<file path="src/hdl/spt_ram.sv">
// Generic single-write, single-read RAM with registered read data.
// No dependencies.
module spt_ram #(
  parameter int WIDTH = 8,
  parameter int DEPTH = 64
) (
  input  logic                     clk,
  input  logic                     we,
  input  logic [$clog2(DEPTH)-1:0] waddr,
  input  logic [WIDTH-1:0]         wdata,
  input  logic [$clog2(DEPTH)-1:0] raddr,
  output logic [WIDTH-1:0]         rdata
);

  logic [WIDTH-1:0] mem [DEPTH];

  always_ff @(posedge clk) begin
    if (we) begin
      mem[waddr] <= wdata;
    end
    rdata <= mem[raddr];
  end

endmodule

</file>
<file path="config.mk">
export PLATFORM = sky130hd
export DESIGN_NAME = spt_ram
export DESIGN_NICKNAME = d
export VERILOG_FILES = /design/src/hdl/spt_ram.sv
export SDC_FILE = /design/constraint.sdc
export NUM_CORES = 1
export LEC_CHECK = 0
export BUFFER_PORTS_ARGS = -buffer_cell sky130_fd_sc_hd__buf_2
export CORE_UTILIZATION = 65
export DETAILED_ROUTE_END_ITERATION = 8
export HOLD_SLACK_MARGIN = 0.05
export PLACE_DENSITY = 0.82
export SYNTH_ARGS = -nofsm -noshare
export SYNTH_HDL_FRONTEND = slang
export SYNTH_SLANG_ARGS = --single-unit
</file>
<file path="constraint.sdc">
create_clock -name clk -period 3.81 [get_ports clk]
set_input_delay 0.1905 -clock clk [delete_from_list [all_inputs] [get_ports clk]]
set_output_delay 0.1905 -clock clk [all_outputs]
set_load 0.05 [all_outputs]
</file>
==> impl_metrics.env, run 1 <==
export IMPL_avgViaCountPerCell=7.06
export IMPL_stdcell_count=1421
export IMPL_syn_area_um2=20200
export IMPL_htreeDepth=2
export IMPL_drive_gt1_frac=0.245
export IMPL_final_cell_mix="512 x edfxtp_1, 126 x mux4_2, 83 x nor2_1"
export IMPL_crit_required_ns=4.19
export IMPL_fin_skew_ns=0.0222
export IMPL_num_rows=64
export IMPL_final_common_cell="edfxtp_1"
export IMPL_route_vias_total=10026
export IMPL_path_clk_slew_ns=0.06
export IMPL_clockBufferDepth=3
export IMPL_wl_met1_um=17000
export IMPL_power_density_nw_per_um2=528
export IMPL_rsz0062_at_grt="false"
export IMPL_fin_crit_sh=0.633
export IMPL_area_growth_pct=9.99
export IMPL_io_pins=30
export IMPL_final_area_um2=22200
export IMPL_antenna_found_initial=0
export IMPL_hold_viol=0
export IMPL_ir_drop_mv=0.406
export IMPL_placed_area_um2=20600
export IMPL_crit_path_end_kind="flop"
export IMPL_first_pass_iters=5
export IMPL_cts_root_buffer="clkbuf_16"
export IMPL_top_layer="met4"
export IMPL_overflow=0
export IMPL_synth_seq_cells=520
export IMPL_nNetsFinal=1006
export IMPL_min_path_type="in2reg"
export IMPL_max_freq_ghz=0.414
export IMPL_wl_met3_um=4990
export IMPL_finalMaxSlewViolations=0
export IMPL_worst_slew_pin_slew_ns=1.27
export IMPL_cts_tree="yes"
export IMPL_dp_cells=1329
export IMPL_dp_hpwl_um=26400
export IMPL_syn_avg_cell_area_um2=21.5
export IMPL_die_height_um=178
export IMPL_setup_viol=0
export IMPL_clk_latency_ns=0.57
export IMPL_seq_area_frac_synth=0.770
export IMPL_grt_max_degree=65
export IMPL_finalSetupTns_ns=0
export IMPL_core_um2=30600
export IMPL_drc=0
export IMPL_postSynthCellCount=940
export IMPL_drt_wl_total_um=46200
export IMPL_wl_per_cell_um=32.5
export IMPL_numPortBuffers=29
export IMPL_max_cap_violations=0
export IMPL_start_util=0.659
export IMPL_startpoint_type="flop"
export IMPL_grt_pass1_vias=10034
export IMPL_drt_iter0_drc=1744
export IMPL_grt_pass1_wl_um=67000
export IMPL_ctsResizeCount=0
export IMPL_ys_warn_count=0
export IMPL_cp_max_fo=1
export IMPL_met2_length_um=22600
export IMPL_die_w_um=178
export IMPL_gp_congestion=0.834
export IMPL_synth_distinct_cells=40
export IMPL_die_area_um2=31700
export IMPL_post_cts_setup_buffers=0
export IMPL_numCtsBuffers=49
export IMPL_numClockSinks=520
export IMPL_fin_crit_ns=2.41
export IMPL_maxSlewHeadroom=0.155
export IMPL_grt_usage=0.305
export IMPL_utilization=0.725
export IMPL_leakage_nw=6.91
export IMPL_outcome="complete, no violations"
export IMPL_syn_nets=962
export IMPL_ctsHoldBuffers=0
export IMPL_ant_nets=0
export IMPL_cp_arrival_ns=2.79
export IMPL_critPathKind="reg2reg"
## cell families (layout without fill, tap and decap cells)
group	Yosys count	in the layout	share of synthesized area
DFF	520	520	0.770
muxes	162	162	0.159
and+or+nand+nor	153	153	0.0339
AOI/OAI and AO/OA	54	54	0.0207
buffers and inverters	51	135	0.0157
other	0	1	0
## synthesized netlist by cell type (all sizes together)
library cell / count / area (µm²)
a2111oi: 2 / 17.5
a211oi: 4 / 30.0
a21oi: 3 / 15.0
a221oi: 6 / 52.6
a22oi: 3 / 22.5
a31oi: 1 / 6.26
and2: 1 / 6.26
buf: 34 / 253
clkbuf: 17 / 63.8
dfxtp: 8 / 160
edfxtp: 512 / 15400
mux2: 13 / 146
mux2i: 23 / 230
mux4: 126 / 2840
nand2: 19 / 71.3
nand2b: 7 / 43.8
nand3: 13 / 65.1
nand3b: 3 / 22.5
nand4: 2 / 12.5
nand4b: 1 / 8.76
nor2: 83 / 312
nor2b: 14 / 87.6
nor3: 7 / 35.0
nor4: 2 / 12.5
o2111ai: 3 / 26.3
o21a: 2 / 15.0
o21ai: 4 / 20.0
o221a: 2 / 22.5
o221ai: 8 / 70.1
o22ai: 8 / 50.1
o2bb2ai: 3 / 26.3
o311ai: 1 / 8.76
o32ai: 2 / 17.5
o41ai: 2 / 17.5
or3: 1 / 6.26
## routing by layer
metal / vias up / global-route usage
li1: 4014 / -
met4: 0 / 0.104
met2: 746 / 0.477
met1: 5151 / 0.437
met5: - / 0
met3: 115 / 0.0627
## path summary, 6_finish.rpt
path,start,depth (start not counted),slack [ns],endpoint
max,mem[3][5]$_DFFE_PP_,4,1.40,rdata[5]$_DFF_P_
min,raddr[5],3,0.11,rdata[1]$_DFF_P_
max reg2reg,mem[3][5]$_DFFE_PP_,4,1.40,rdata[5]$_DFF_P_
min reg2reg,mem[18][2]$_DFFE_PP_,4,0.83,rdata[2]$_DFF_P_
## report_power, final
part           leakage [nW]  switching [mW]  internal [mW]  total (mW)
logic                  1.47           0.398          0.211       0.609
clock network         0.763            2.03           2.71        4.75
registers              4.67          0.0241           6.33        6.36
## cell type report
class                   instances  area [µm²]
fillers                      1657        8410
repair buffers                 44         284
flip-flops and latches        520       15500
diodes                          1        2.50
multi-input cells             369        4320
clock buffers                  63        1320
well taps                     396         495
clock inverters                28         228
## stage by stage
step / hold slack [ns] / power, mW / worst slack (ns)
5_1_grt: 0.114 / 12.0 / 1.28
3_5_place_dp: 0.630 / 7.07 / 1.04
6_report: 0.113 / 11.7 / 1.40
4_1_cts: 0.0924 / 11.7 / 1.53
3_3_place_gp: 0.617 / 7.06 / 1.02
2_1_floorplan: 0.289 / 6.84 / 1.95
## sequential cells by signal, indices dropped and copies added (netlist names)
name and flops:
mem 512, rdata 8
## worst max-delay path: stages, from the launching register on
cell and delay, ns:
edfxtp_1 0.36, mux4_2 0.46, nor2b_1 0.14, a2111oi_0 1.07
o41ai_1 0.22
No activity file was read; power rests on OpenSTA's default activity.
==> inputs of run 2 (changes only) <==
--- a/config.mk
+++ b/config.mk
@@ -6,10 +6,10 @@
 export NUM_CORES = 1
 export LEC_CHECK = 0
 export BUFFER_PORTS_ARGS = -buffer_cell sky130_fd_sc_hd__buf_2
-export CORE_UTILIZATION = 65
+export CORE_UTILIZATION = 56
 export DETAILED_ROUTE_END_ITERATION = 8
 export HOLD_SLACK_MARGIN = 0.05
-export PLACE_DENSITY = 0.82
+export PLACE_DENSITY = 0.75
 export SYNTH_ARGS = -nofsm -noshare
 export SYNTH_HDL_FRONTEND = slang
 export SYNTH_SLANG_ARGS = --single-unit
==> constraint.sdc (replaced) <==
create_clock -name clk -period 2.2 [get_ports clk]
set_input_delay 0.11 -clock clk [delete_from_list [all_inputs] [get_ports clk]]
set_output_delay 0.11 -clock clk [all_outputs]
set_load 0.05 [all_outputs]
==> run 2 against run 1 <==
Against the previous run: maximum frequency up 16%; register-to-register slack lost 1.3 ns; global-route usage is 5.1 points lower; largest cell class unchanged.
==> impl_metrics.env, run 2 (synthesis gave the netlist of run 1 again) <==
export IMPL_outcome="complete, no violations"
export IMPL_core_um2=35500
export IMPL_fin_ws_ns=0.114
export IMPL_seq_power_share=0.541
export IMPL_n_antenna_cell=0
export IMPL_seq_area_um2=15500
export IMPL_finalMaxSlewViolations=0
export IMPL_power_density_nw_per_um2=870
export IMPL_gr_usage_met3=0.0566
export IMPL_largest_reg_flops=512
export IMPL_maxSlewHeadroom=0.172
export IMPL_drt_wl_total_um=44400
export IMPL_cp_arrival_ns=2.53
export IMPL_setup_viol=0
export IMPL_clk_latency_ns=0.57
export IMPL_worst_slew_pin_slew_ns=1.24
export IMPL_cts_tree="yes"
export IMPL_die_w_um=192
export IMPL_final_cell_mix="512 x edfxtp_1, 132 x buf_4, 126 x mux4_2"
export IMPL_max_cap_violations=0
export IMPL_nNetsFinal=1136
export IMPL_area_growth_pct=15.9
export IMPL_drive_gt1_frac=0.324
export IMPL_numPortBuffers=29
export IMPL_fin_skew_ns=0.0238
export IMPL_grtUsageMet1=0.359
export IMPL_top_usage_layer="met2"
export IMPL_nFillCells=2230
export IMPL_route_vias_total=10040
export IMPL_holdWs_ns=0.116
export IMPL_top_regs="mem (512), rdata (8)"
export IMPL_drt_iter0_drc=1305
export IMPL_dp_cells=1521
export IMPL_overflow=0
export IMPL_min_path_type="in2reg"
export IMPL_p_sw_frac=0.205
export IMPL_final_common_cell="edfxtp_1"
export IMPL_multi_input_comb_area_um2=4320
export IMPL_grt_usage=0.254
export IMPL_stdcell_count=1615
export IMPL_startpoint_type="flop"
export IMPL_wl_per_cell_um=27.5
export IMPL_avgViaCountPerCell=6.22
export IMPL_largest_register="mem"
export IMPL_pwr_share_clk=0.402
export IMPL_cts_root_buffer="clkbuf_16"
export IMPL_dp_hpwl_um=28500
export IMPL_crit_required_ns=2.64
export IMPL_drc=0
export IMPL_antenna_found_initial=1
export IMPL_p_int_mw=16.2
export IMPL_fin_crit_sh=0.948
export IMPL_first_pass_iters=5
export IMPL_pwr_share_comb=0.057
export IMPL_ant_nets=0
export IMPL_clockBufferDepth=3
export IMPL_cp_max_fo=1
export IMPL_grt_pass1_vias=10274
export IMPL_io_pins=30
export IMPL_p_sw_mw=4.17
export IMPL_power_total_mw=20.3
export IMPL_gp_congestion=0.868
export IMPL_numCtsBuffers=50
export IMPL_rsz0062_at_grt="false"
export IMPL_fin_crit_ns=2.09
export IMPL_die_height_um=192
export IMPL_leakage_nw=7.61
export IMPL_htreeDepth=2
export IMPL_die_area_um2=36800
export IMPL_hold_viol=0
export IMPL_crit_path_end_kind="flop"
export IMPL_grt_pass1_wl_um=66100
export IMPL_dp_slack_ns=-0.0315
export IMPL_use_met2=0.395
export IMPL_path_clk_slew_ns=0.06
export IMPL_num_rows=69
export IMPL_ir_drop_mv=0.791
export IMPL_post_cts_setup_buffers=0
export IMPL_finalSetupTns_ns=0
export IMPL_start_util=0.568
export IMPL_numClockSinks=520
export IMPL_grt_max_degree=65
export IMPL_critPathKind="reg2reg"
export IMPL_max_freq_ghz=0.479
==> run 2: cell types whose count changed in the layout (fill, tap and decap cells not counted) <==
cell,change
buf_12,+11
buf_4,+116
clkbuf_1,+8
clkinv_1,-3
clkinv_2,-5
clkinvlp_4,+1
diode_2,-1
dlygate4sd3_1,+2
==> run 2: metrics by stage <==
stage	instance area, µm²	utilization
2_1_floorplan	20200	-
3_3_place_gp	21800	0.614
3_5_place_dp	21800	0.614
4_1_cts	23400	0.659
5_1_grt	23400	0.659
6_report	23400	0.659
==> run 2: metal layers <==
layer  up-vias  share of wire
li1       4271              -
met1      5200           0.39
met2       479           0.48
met3        88          0.096
met4         2          0.029
met5         -        0.00029
==> run 2: path summary, 6_finish.rpt <==
check | from | endpoint | slack [ns] | depth (start not counted)
worst max-delay path | mem[29][4]$_DFFE_PP_ | rdata[4]$_DFF_P_ | 0.11 | 5
worst max register to register | mem[29][4]$_DFFE_PP_ | rdata[4]$_DFF_P_ | 0.11 | 5
worst min register to register | mem[31][6]$_DFFE_PP_ | rdata[6]$_DFF_P_ | 0.85 | 3
worst min-delay path | wdata[0] | mem[43][0]$_DFFE_PP_ | 0.12 | 1
==> run 2: power groups by stage <==
| stage | Clock, mW | Sequential, mW | Combinational, mW |
|---|---|---|---|
| finish | 8.17 | 11.0 | 1.15 |
| global route | 8.63 | 11.0 | 1.22 |
| CTS | 8.29 | 11.0 | 1.16 |
| detailed placement | 0 | 11.2 | 1.15 |
| global placement | 0 | 11.2 | 1.13 |
| floorplan | 0 | 11.3 | 0.584 |
==> run 2: area by class of cell <==
cell class                 count  share of cell area
multi-input combinational    369               0.185
clock inverter                21             0.00851
timing repair buffer         173              0.0597
tap                          461              0.0247
sequential                   520               0.665
clock buffer                  71              0.0578
==> run 2: critical path, stage by stage (launching register included) <==
cell and delay, ns:
edfxtp_1 0.38, mux4_2 0.49, mux2_2 0.28, o221a_2 0.29
nor3_1 0.38, o32ai_1 0.16
==> run 2: timing repair <==
action,4_1_cts,5_1_grt
hold buffers,2,0
hold endpoints to repair,19,0
resized for setup,0,0
setup endpoints to repair,0,0
