--- src/hdl/spt_pkg.sv ---
// Shared definitions for the sorted peer table: operation and status codes
// and the search token that travels down the cell chain.
// No dependencies.
package spt_pkg;

  // Operation codes carried in the func field
  localparam logic [2:0] FN_ADD      = 3'd0;
  localparam logic [2:0] FN_LOOKUP   = 3'd1;
  localparam logic [2:0] FN_UP       = 3'd2;
  localparam logic [2:0] FN_CONN_ADD = 3'd3;
  localparam logic [2:0] FN_CONN_DEL = 3'd4;

  // Result status codes
  localparam logic [1:0] ST_OK       = 2'd0;
  localparam logic [1:0] ST_EXISTS   = 2'd1;
  localparam logic [1:0] ST_FULL     = 2'd2;
  localparam logic [1:0] ST_NOTFOUND = 2'd3;

  // Search token flags, one register set per cell
  typedef struct packed {
    logic valid;  // token present at this cell output
    logic done;   // insertion point already found upstream
    logic hit;    // key matched at the insertion point
  } tok_t;

endpackage

--- src/hdl/spt_cell.sv ---
// One sorted position of the peer table: holds a key and its slot, compares
// it against the probe key as the search token passes, and shifts on insert.
// Depends on spt_pkg.
module spt_cell #(
  parameter int SW = 6
) (
  input  logic              clk,
  input  logic              rst,
  // probe key, held steady during a search
  input  logic [31:0]       probe_ip,
  input  logic [15:0]       probe_port,
  // search token from the upstream neighbor
  input  spt_pkg::tok_t     tok_in,
  input  logic [SW-1:0]     tok_slot_in,
  output spt_pkg::tok_t     tok_out,
  output logic [SW-1:0]     tok_slot_out,
  // insert control and upstream neighbor contents
  input  logic              ins,
  input  logic [SW-1:0]     new_slot,
  input  logic [31:0]       prev_ip,
  input  logic [15:0]       prev_port,
  input  logic [SW-1:0]     prev_slot,
  input  logic              prev_valid,
  input  logic              prev_shift,
  // own contents, to the downstream neighbor
  output logic [31:0]       ip,
  output logic [15:0]       port,
  output logic [SW-1:0]     slot,
  output logic              valid,
  output logic              shift
);

  import spt_pkg::*;

  logic key_lt;
  logic key_eq;
  logic stop;

  // Key order: unsigned ip first, then port
  assign key_eq = (ip == probe_ip) && (port == probe_port);
  assign key_lt = (ip < probe_ip) || ((ip == probe_ip) && (port < probe_port));
  assign stop   = !valid || !key_lt;

  // Token stage: search continues past smaller keys, stops at the first
  // empty cell or key that is not smaller
  always_ff @(posedge clk) begin
    if (rst) begin
      tok_out <= '0;
    end else begin
      tok_out.valid <= tok_in.valid;
      if (tok_in.valid) begin
        if (tok_in.done || !stop) begin
          tok_out.done <= tok_in.done;
          tok_out.hit  <= tok_in.hit;
        end else begin
          tok_out.done <= 1'b1;
          tok_out.hit  <= valid && key_eq;
        end
      end
    end
  end

  always_ff @(posedge clk) begin
    if (tok_in.valid) begin
      tok_slot_out <= (tok_in.done || !stop) ? tok_slot_in : slot;
    end
  end

  // Shift mark: this cell sits at or after the insertion point
  always_ff @(posedge clk) begin
    if (rst) begin
      shift <= 1'b0;
    end else if (tok_in.valid) begin
      shift <= tok_in.done || stop;
    end
  end

  // Valid bit follows the contents on insert
  always_ff @(posedge clk) begin
    if (rst) begin
      valid <= 1'b0;
    end else if (ins && shift) begin
      valid <= prev_shift ? prev_valid : 1'b1;
    end
  end

  // Key and slot: take the neighbor's entry, or the new one at the insertion point
  always_ff @(posedge clk) begin
    if (ins && shift) begin
      if (prev_shift) begin
        ip   <= prev_ip;
        port <= prev_port;
        slot <= prev_slot;
      end else begin
        ip   <= probe_ip;
        port <= probe_port;
        slot <= new_slot;
      end
    end
  end

endmodule
--- config.mk ---
export PLATFORM = sky130hd
export DESIGN_NAME = spt_cell
export DESIGN_NICKNAME = d
export VERILOG_FILES = /design/src/hdl/spt_pkg.sv /design/src/hdl/spt_cell.sv
export SDC_FILE = /design/constraint.sdc
export NUM_CORES = 1
export LEC_CHECK = 0
export ABC_AREA = 1
export BUFFER_PORTS_ARGS = -buffer_cell sky130_fd_sc_hd__buf_2
export CAP_MARGIN = 20
export CORE_AREA = 2 2 92 94
export CTS_BUF_LIST = sky130_fd_sc_hd__clkbuf_8
export DETAILED_ROUTE_END_ITERATION = 16
export DIE_AREA = 0 0 94 96
export GPL_TIMING_DRIVEN = 0
export PLACE_DENSITY = 0.86
export SYNTH_ARGS = -nofsm -noshare
export SYNTH_HDL_FRONTEND = slang
export SYNTH_SLANG_ARGS = --single-unit
--- constraint.sdc ---
create_clock -name clk -period 4.1 [get_ports clk]
set_input_delay 0.82 -clock clk [delete_from_list [all_inputs] [get_ports clk]]
set_output_delay 0.82 -clock clk [all_outputs]
set_load 0.02 [all_outputs]
==> summary.txt, run 1 <==
Timing
  • Count of endpoints failing setup in the final report: 0
  • Clk_skew: 11.79 ps
  • Transition time at the pin with the least slew margin: 630.8 ps
  • Worst slew margin: 57.88%
  • Setup TNS: 0 ps
  • Post-layout min period: 2312 ps
  • Final worst path period share: 56.38%
  • Min setup slack post-route: 1788 ps
  • Hold violation total from the final report: 0
  • Max-slew violation count: 0
  • Maximum clock frequency: 432.6 MHz
  • Setup repair after global routing missed its margin: no

Synth
  • Multiplexer fraction of the synthesized cell area: 0%
  • Synthesized Nets: 606
  • Post-synthesis adder-cell area fraction: 15.33%
  • Total number of yosys warnings: 0
  • Sequential cell area fraction in the yosys report: 48.02%
  • Post-Synth XOR/XNOR Area: 0%
  • Share of flip-flops with an asynchronous set or reset after synthesis: 0%
  • Library cell with the highest instance count after synthesis: sky130_fd_sc_hd__nand2_1
  • Synth Area in Compound Gates: 10.76%
  • Post-synthesis cell type count: 25
  • Fraction of synthesized cell area taken by the top area cell type: 45.98%
  • Cell types with the highest counts after synthesis: sky130_fd_sc_hd__nand2_1 (129), sky130_fd_sc_hd__edfxtp_1 (60), sky130_fd_sc_hd__inv_1 (60)
  • Flip-flop cell with the highest count after synthesis: sky130_fd_sc_hd__edfxtp_1
  • Library cell occupying the most area in the post-synthesis netlist: sky130_fd_sc_hd__edfxtp_1
  • Top post-synthesis cells by area: sky130_fd_sc_hd__edfxtp_1 (46%), sky130_fd_sc_hd__ha_1 (15%), sky130_fd_sc_hd__nand2_1 (12%)
  • Post-Synthesis Cell Area: 0.003919 sq mm
  • Combinational family with the most area after synthesis: simple AND/OR/NAND/NOR gates
  • Post-synthesis register bit count: 64
  • Synthesized area per cell: 8.988 sq um
  • Gate count of the mapped netlist: 436
  • Synthesized-area fraction occupied by and/or/nand/nor cells: 18.81%
  • Number of flops mapped to enable cells by yosys: 60

Cells and area
  • Fraction of final layout cells with drive strength greater than 1: 34.17%
  • Area taken by multi-input logic gates: 0.001759 sq mm
  • Synthesis-to-finish area growth: 33.11%
  • Fill cells: 688
  • Layout Cell Area excl Fill: 0.005216 sq mm
  • Layout Nets: 803
  • Sequential cell area: 0.001882 sq mm
  • Final cell count without fillers: 743
  • Antenna diode instance count: 0

Min path
  • Min-Delay Endpoint: tok_out[0]
  • Worst min-delay path class: register to register
  • Hold Startpoint: tok_out[0]
  • Hold depth: 2

GRT
  • Maximum number of pins on one net before global-route repair: 30
  • Congestion Overflow GR: 0
  • First-pass GRT wire length: 16060 um
  • Vias in the first global route: 3642
  • Overall fraction of global-route tracks in use: 22.82%
  • Antenna violations before repair: 0

Clock network
  • CTS clock-pin slew for the worst setup and hold paths: 70 ps
  • CTS Root Cell: sky130_fd_sc_hd__clkbuf_8
  • Hold-fix buffers, CTS: 0
  • Worst-case clock buffer depth: 2
  • Clock buffers created by TritonCTS: 9
  • Number of gates resized after CTS: 0
  • TritonCTS clock tree: yes
  • Number of H-tree levels: 3
  • Clock insertion delay at the later pin of the skew report: 330 ps
  • Sinks on the clock net: 64
  • # Post-CTS Setup Buffers: 0

Power
  • IR Drop Worst-Case VDD: 0.0001783 V
  • Total power of the final layout: 0.001680 W
  • Areal power density over the cells: 322.0 mW/mm^2
  • Leak: 2.690 nW

Worst setup path
  • Max Fanout on Critical Path: 9
  • Reg2reg end: tok_out[0]
  • Arrival time at the worst endpoint: 2530 ps
  • Depth of the most critical reg-to-reg path: 15
  • Critical register-to-register path startpoint: ip[31]
  • Critical path startpoint category: input port
  • Critical path required time: 4320 ps
  • Critical setup path kind: input port to register
  • Type of element capturing the critical path: register
  • Reg-to-reg setup timing slack: 1990 ps

Drt
  • Met2 routed WL: 5255 um
  • Count of vias placed by the detailed router: 3675
  • Highest routed metal layer: met4
  • Total wire length after detailed routing: 10190 um
  • Violation count after the first detailed-route iteration: 128
  • Number of iterations in the first detailed-routing pass: 6
  • Mean routed wirelength per cell: 13.72 um
  • Antenna-violating nets left: 0
  • Total length of routed met3 wires: 508 um
  • Met1 layer wirelength in the final routing: 4288 um
  • Vias/cell: 4.946
  • Remaining design rule violation count: 0

Floorplan
  • Total I/O pin count: 187
  • Floorplan die area: 0.009024 sq mm
  • Die X-Extent: 94 um
  • Initial Utilization: 48.67%
  • Floorplan Core Area: 0.008051 sq mm
  • Row count: 33
  • Die Y: 96 um

Job
  • Count of maximum capacitance violations: 0

Place
  • Routability Congestion: 0.8809
  • I/O Buffers: 185
  • Setup WS pre-CTS: 1450 ps
  • Sum of net half-perimeters after detailed placement: 8258 um
  • Inst Count DP: 727
  • Placed inst area: 0.004996 sq mm

Outcome
  • Run status: completed
-- how the worst max path moves through the flow --
stage	startpoint	end	slack [ps]	cells past startpoint
after floorplan	ins	valid	1680	4
after global placement	ins	valid	1050	5
after detailed placement	probe_ip[31]	tok_out[0]	1450	17
after CTS	probe_ip[31]	tok_out[0]	1790	17
after global routing	probe_ip[31]	tok_out[0]	1610	17
final	probe_ip[31]	tok_out[0]	1790	17
-- registers in the layout, indices dropped and copies added (netlist names) --
name	count
slot	6
valid	1
port	16
tok_slot_out	6
tok_out	3
ip	32
-- report_power, final --
group          internal, W  switching [W]
combinational     0.000127       0.000185
sequential        0.000755      0.0000156
clock             0.000343       0.000254
-- stage by stage --
stage	utilization (%)	hold slack, ps
2_1_floorplan	-	547.0
3_3_place_gp	61.80	471.8
3_5_place_dp	62.05	486.9
4_1_cts	64.79	496.5
5_1_grt	64.79	517.4
6_report	64.79	511.2
-- worst max-delay path, stage by stage --
cell and delay [ps]:
sky130_fd_sc_hd__buf_2 70, sky130_fd_sc_hd__inv_1 50, sky130_fd_sc_hd__ha_1 290, sky130_fd_sc_hd__nand2_1 80, sky130_fd_sc_hd__nor2_2 140, sky130_fd_sc_hd__and2_4 170, sky130_fd_sc_hd__nand2_4 50, sky130_fd_sc_hd__nor2_4 120
sky130_fd_sc_hd__nand2_1 80, sky130_fd_sc_hd__nor2_2 80, sky130_fd_sc_hd__nand2_1 90, sky130_fd_sc_hd__nand2_2 90, sky130_fd_sc_hd__nand2_4 90, sky130_fd_sc_hd__nand2_4 110, sky130_fd_sc_hd__nand2_1 90, sky130_fd_sc_hd__nand3_2 70
sky130_fd_sc_hd__a21oi_2 50
-- layer usage --
layer	vias to the layer above	GRT usage (%)
met1	1683	27.20
li1	1854	-
met2	127	41.79
met3	11	3.602
met5	-	0
met4	0	8.092
-- area by class of cell --
cell class	count	area share [%]
buffer	12	0.9355
clock inverter	7	1.847
multi-input combinational	299	33.73
inverter	61	4.390
tap	105	2.519
sequential	64	36.08
timing repair buffer	186	18.13
clock buffer	9	2.375
-- logic make-up after synthesis --
| group | Yosys count |
|---|---|
| AND/OR/NAND/NOR | 171 |
| AO/OA/AOI/OAI | 80 |
| buffers and inverters | 73 |
| flip-flops | 64 |
| adder cells (fa/ha/maj) | 48 |
-- placed cells by master (no fill, tap or decap), drive strengths merged --
cell	instances
clkinv	6
nor2	19
clkbuf	20
dfxtp	4
inv	60
a21oi	23
o21a	3
nor3	1
nor4	1
edfxtp	60
and2	1
nand3	12
ha	48
nand2	133
nand4	4
o21ai	52
a21o	1
bufinv	2
o31ai	1
buf	187
No activity file was read; power rests on OpenSTA's default activity.
==> run 2: changes to the inputs <==
--- a/config.mk
+++ b/config.mk
@@ -8,12 +8,12 @@
 export ABC_AREA = 1
 export BUFFER_PORTS_ARGS = -buffer_cell sky130_fd_sc_hd__buf_2
 export CAP_MARGIN = 20
-export CORE_AREA = 2 2 92 94
+export CORE_AREA = 2 2 98 100
 export CTS_BUF_LIST = sky130_fd_sc_hd__clkbuf_8
 export DETAILED_ROUTE_END_ITERATION = 16
-export DIE_AREA = 0 0 94 96
+export DIE_AREA = 0 0 100 102
 export GPL_TIMING_DRIVEN = 0
-export PLACE_DENSITY = 0.86
+export PLACE_DENSITY = 0.8
 export SYNTH_ARGS = -nofsm -noshare
 export SYNTH_HDL_FRONTEND = slang
 export SYNTH_SLANG_ARGS = --single-unit
==> constraint.sdc (replaced) <==
create_clock -name clk -period 2 [get_ports clk]
set_input_delay 0.4 -clock clk [delete_from_list [all_inputs] [get_ports clk]]
set_output_delay 0.4 -clock clk [all_outputs]
set_load 0.02 [all_outputs]
==> run 2 against run 1 <==
Effect of this change: setup slack worse by 1800 ps; clock-buffer cell count stayed put; clock skew is 2.5 ps lower; the flow now finishes with violations (negative setup slack); clock power is 110% higher; critical path type is now register to register; wire length is 0.15% lower; design area is 2.1% higher.
==> summary.txt, run 2 (synthesis gave the netlist of run 1 again) <==
Outcome
  • Run status: complete, but fails checks
  • Violations in the final reports: negative setup slack

Timing
  • Max-slew violation count: 0 (unchanged)
  • Worst slew margin: 57.20% (-0.68 points)
  • Count of endpoints failing setup in the final report: 8 (+8)
  • Maximum clock frequency: 489.2 MHz
  • Hold violation total from the final report: 0 (unchanged)
  • Post-layout min period: 2044 ps
  • Min setup slack post-route: -44.02 ps (-1832 ps)
  • Final worst path period share: 102.2%
  • Worst hold slack after final layout: 264.0 ps (-247.3 ps)
  • Setup repair after global routing missed its margin: yes
  • Transition time at the pin with the least slew margin: 640.6 ps (+9.827 ps)
  • Clk_skew: 9.241 ps (-2.549 ps)

Floorplan
  • Initial Utilization: 43.02% (-5.6 points)
  • Floorplan Core Area: 0.009109 sq mm (+13%)
  • Floorplan die area: 0.01020 sq mm (+13%)
  • Die Y: 102 um (+6.3%)
  • Die X-Extent: 100 um (+6.4%)
  • Total I/O pin count: 187 (unchanged)
  • Row count: 35 (+6.1%)

Worst setup path
  • Critical path startpoint category: register
  • Type of element capturing the critical path: register
  • Reg2reg end: tok_out[0]
  • Critical path required time: 2230 ps (-2090 ps)
  • Arrival time at the worst endpoint: 2280 ps (-250 ps)
  • Critical setup path kind: register to register
  • Critical register-to-register path startpoint: ip[29]
  • Reg-to-reg setup timing slack: -40 ps (-2030 ps)
  • Depth of the most critical reg-to-reg path: 15 (unchanged)
  • Max Fanout on Critical Path: 7 (-2)

Power
  • Net Sw Power: 0.0009594 W (+110%)
  • Sw frac: 27.59% (+0.50 points)
  • Fraction of power consumed by combinational cells: 18.7% (about the same)
  • Leak: 2.709 nW (+0.72%)
  • Relative contribution of sequential cells to total power: 45.4% (-0.5 points)
  • IR Drop Worst-Case VDD: 0.0004217 V (+140%)
  • Power share of the clock group: 35.8% (+0.2 points)
  • Int Pwr: 0.002519 W (+110%)
  • Areal power density over the cells: 653.1 mW/mm^2 (+100%)

Cells and area
  • Fraction of final layout cells with drive strength greater than 1: 36.24% (+2.1 points)
  • Biggest regs: ip x32, port x16
  • Commonest non-fill, non-tap cell in the layout: sky130_fd_sc_hd__buf_2
  • Fill cells: 847 (+23%)
  • Flip-flop count of the largest register, all copies and words added: 32 (unchanged)
  • Antenna diode instance count: 0 (unchanged)
  • Layout Nets: 808 (+0.62%)
  • Synthesis-to-finish area growth: 35.89%
  • Largest Register: ip
  • Commonest non-fill, non-tap cells in the layout: sky130_fd_sc_hd__buf_2 (185), sky130_fd_sc_hd__nand2_1 (124), sky130_fd_sc_hd__edfxtp_1 (60)

GRT
  • Overall fraction of global-route tracks in use: 19.72% (-3.1 points)
  • Routing usage on met2: 35.14% (-6.7 points)
  • M1 GR Usage: 24.10% (-3.1 points)
  • Vias in the first global route: 3522 (-3.3%)
  • First-pass GRT wire length: 15900 um (-0.99%)
  • Met3 global-route usage: 5.062% (+1.5 points)
  • Most Used Layer, Global Route: met2
  • Congestion Overflow GR: 0 (unchanged)
  • Antenna violations before repair: 0 (unchanged)
  • Maximum number of pins on one net before global-route repair: 30 (unchanged)

Place
  • Sum of net half-perimeters after detailed placement: 7970 um (-3.5%)
  • I/O Buffers: 185 (unchanged)
  • Setup WS pre-CTS: -266.6 ps (-1716 ps)
  • Routability Congestion: 0.8120 (-7.8%)

Clock network
  • Clock buffers created by TritonCTS: 9 (unchanged)
  • TritonCTS clock tree: yes
  • Worst-case clock buffer depth: 2 (unchanged)
  • Clock insertion delay at the later pin of the skew report: 340 ps (about the same)
  • CTS Root Cell: sky130_fd_sc_hd__clkbuf_8
  • CTS clock-pin slew for the worst setup and hold paths: 70 ps (about the same)
  • Number of H-tree levels: 3 (unchanged)
  • Sinks on the clock net: 64 (unchanged)

Drt
  • Total wire length after detailed routing: 10180 um (-0.15%)
  • Mean routed wirelength per cell: 13.50 um (-1.6%)
  • Antenna-violating nets left: 0 (unchanged)
  • Count of vias placed by the detailed router: 3617 (-1.6%)
  • Remaining design rule violation count: 0 (unchanged)
  • Violation count after the first detailed-route iteration: 93 (-27%)
  • Number of iterations in the first detailed-routing pass: 4 (-2)
  • Vias/cell: 4.797 (-3.0%)

Min path
  • Hold Startpoint: rst
  • Hold depth: 2 (unchanged)
  • Worst min-delay path class: input port to register
  • Min-Delay Endpoint: tok_out[0]

Job
  • Count of maximum capacitance violations: 0 (unchanged)
run 2: cell types whose count changed in the layout (fill, tap and decap cells not counted), sizes merged:
| cell | delta |
|---|---|
| inv | +1 |
| clkinvlp | +2 |
| clkinv | -3 |
| buf | +4 |
| nand2 | +1 |
run 2: per-layer routing:
metal	part of all wire, %	up-vias
li1	-	1859
met1	44	1631
met2	49	123
met3	6.3	4
met4	0.60	0
met5	0	-
run 2: metrics by stage:
step	instance area, sq um	total power, W	utilization [%]	instances	TNS (ps)
floorplan	3923	0.001977	-	436	0
global placement	4987	0.002222	54.75	732	-14790
detailed placement	5007	0.002246	54.97	733	-1882
CTS	5274	0.003510	57.90	752	-644.8
global route	5325	0.003659	58.46	754	-1277
finish	5325	0.003478	58.46	754	-196.0
run 2: power by group through the flow:
stage	logic, W	clock network, W	registers (W)
after floorplan	0.000296	0	0.00168
after global placement	0.000615	0	0.00161
after detailed placement	0.000637	0	0.00161
after CTS	0.000651	0.00128	0.00158
after global routing	0.000742	0.00133	0.00159
final	0.000652	0.00125	0.00158
run 2: layout make-up:
cell class	count	area (sq um)	share of cell area, %
Multi-Input combinational cell	300	1829	34.35
Buffer	12	48.80	0.9164
Clock buffer	9	123.9	2.326
Timing Repair Buffer	190	975.9	18.33
Sequential cell	64	1882	35.34
Inverter	61	232.7	4.370
Tap cell	111	138.9	2.608
Clock inverter	7	93.84	1.762
run 2: worst max-delay path: stages (launching register included):
cell and delay [ps]:
sky130_fd_sc_hd__edfxtp_1 430, sky130_fd_sc_hd__ha_4 300, sky130_fd_sc_hd__nand2_2 50, sky130_fd_sc_hd__nor2_2 120, sky130_fd_sc_hd__and2_4 170, sky130_fd_sc_hd__nand2_4 50
sky130_fd_sc_hd__nor2_4 120, sky130_fd_sc_hd__nand2_1 80, sky130_fd_sc_hd__nor2_2 90, sky130_fd_sc_hd__nand2_2 70, sky130_fd_sc_hd__nand2_4 90, sky130_fd_sc_hd__nand2_4 80
sky130_fd_sc_hd__nand2_4 110, sky130_fd_sc_hd__nand2_1 70, sky130_fd_sc_hd__nand3_2 60, sky130_fd_sc_hd__a21oi_2 40
run 2: how the worst max path moves through the flow:
| stage | from | endpoint | slack (ps) | cells past startpoint |
|---|---|---|---|---|
| after CTS | ip[29] | tok_slot_out[3] | -100 | 13 |
| after floorplan | ip[31] | tok_slot_out[0] | 2 | 13 |
| after global placement | ins | ip[7] | -240 | 3 |
| after detailed placement | probe_ip[31] | tok_slot_out[3] | -270 | 15 |
| after global routing | ip[7] | tok_out[0] | -180 | 14 |
| final | ip[29] | tok_out[0] | -40 | 15 |
run 2: repair_timing:
action	in CTS	in global routing
buffers inserted	2	2
resized for setup	6	7
pin swaps	6	8
gates cloned	1	0
hold buffers	0	0
endpoints found under the hold margin	0	0
endpoints found under the setup margin	8	8
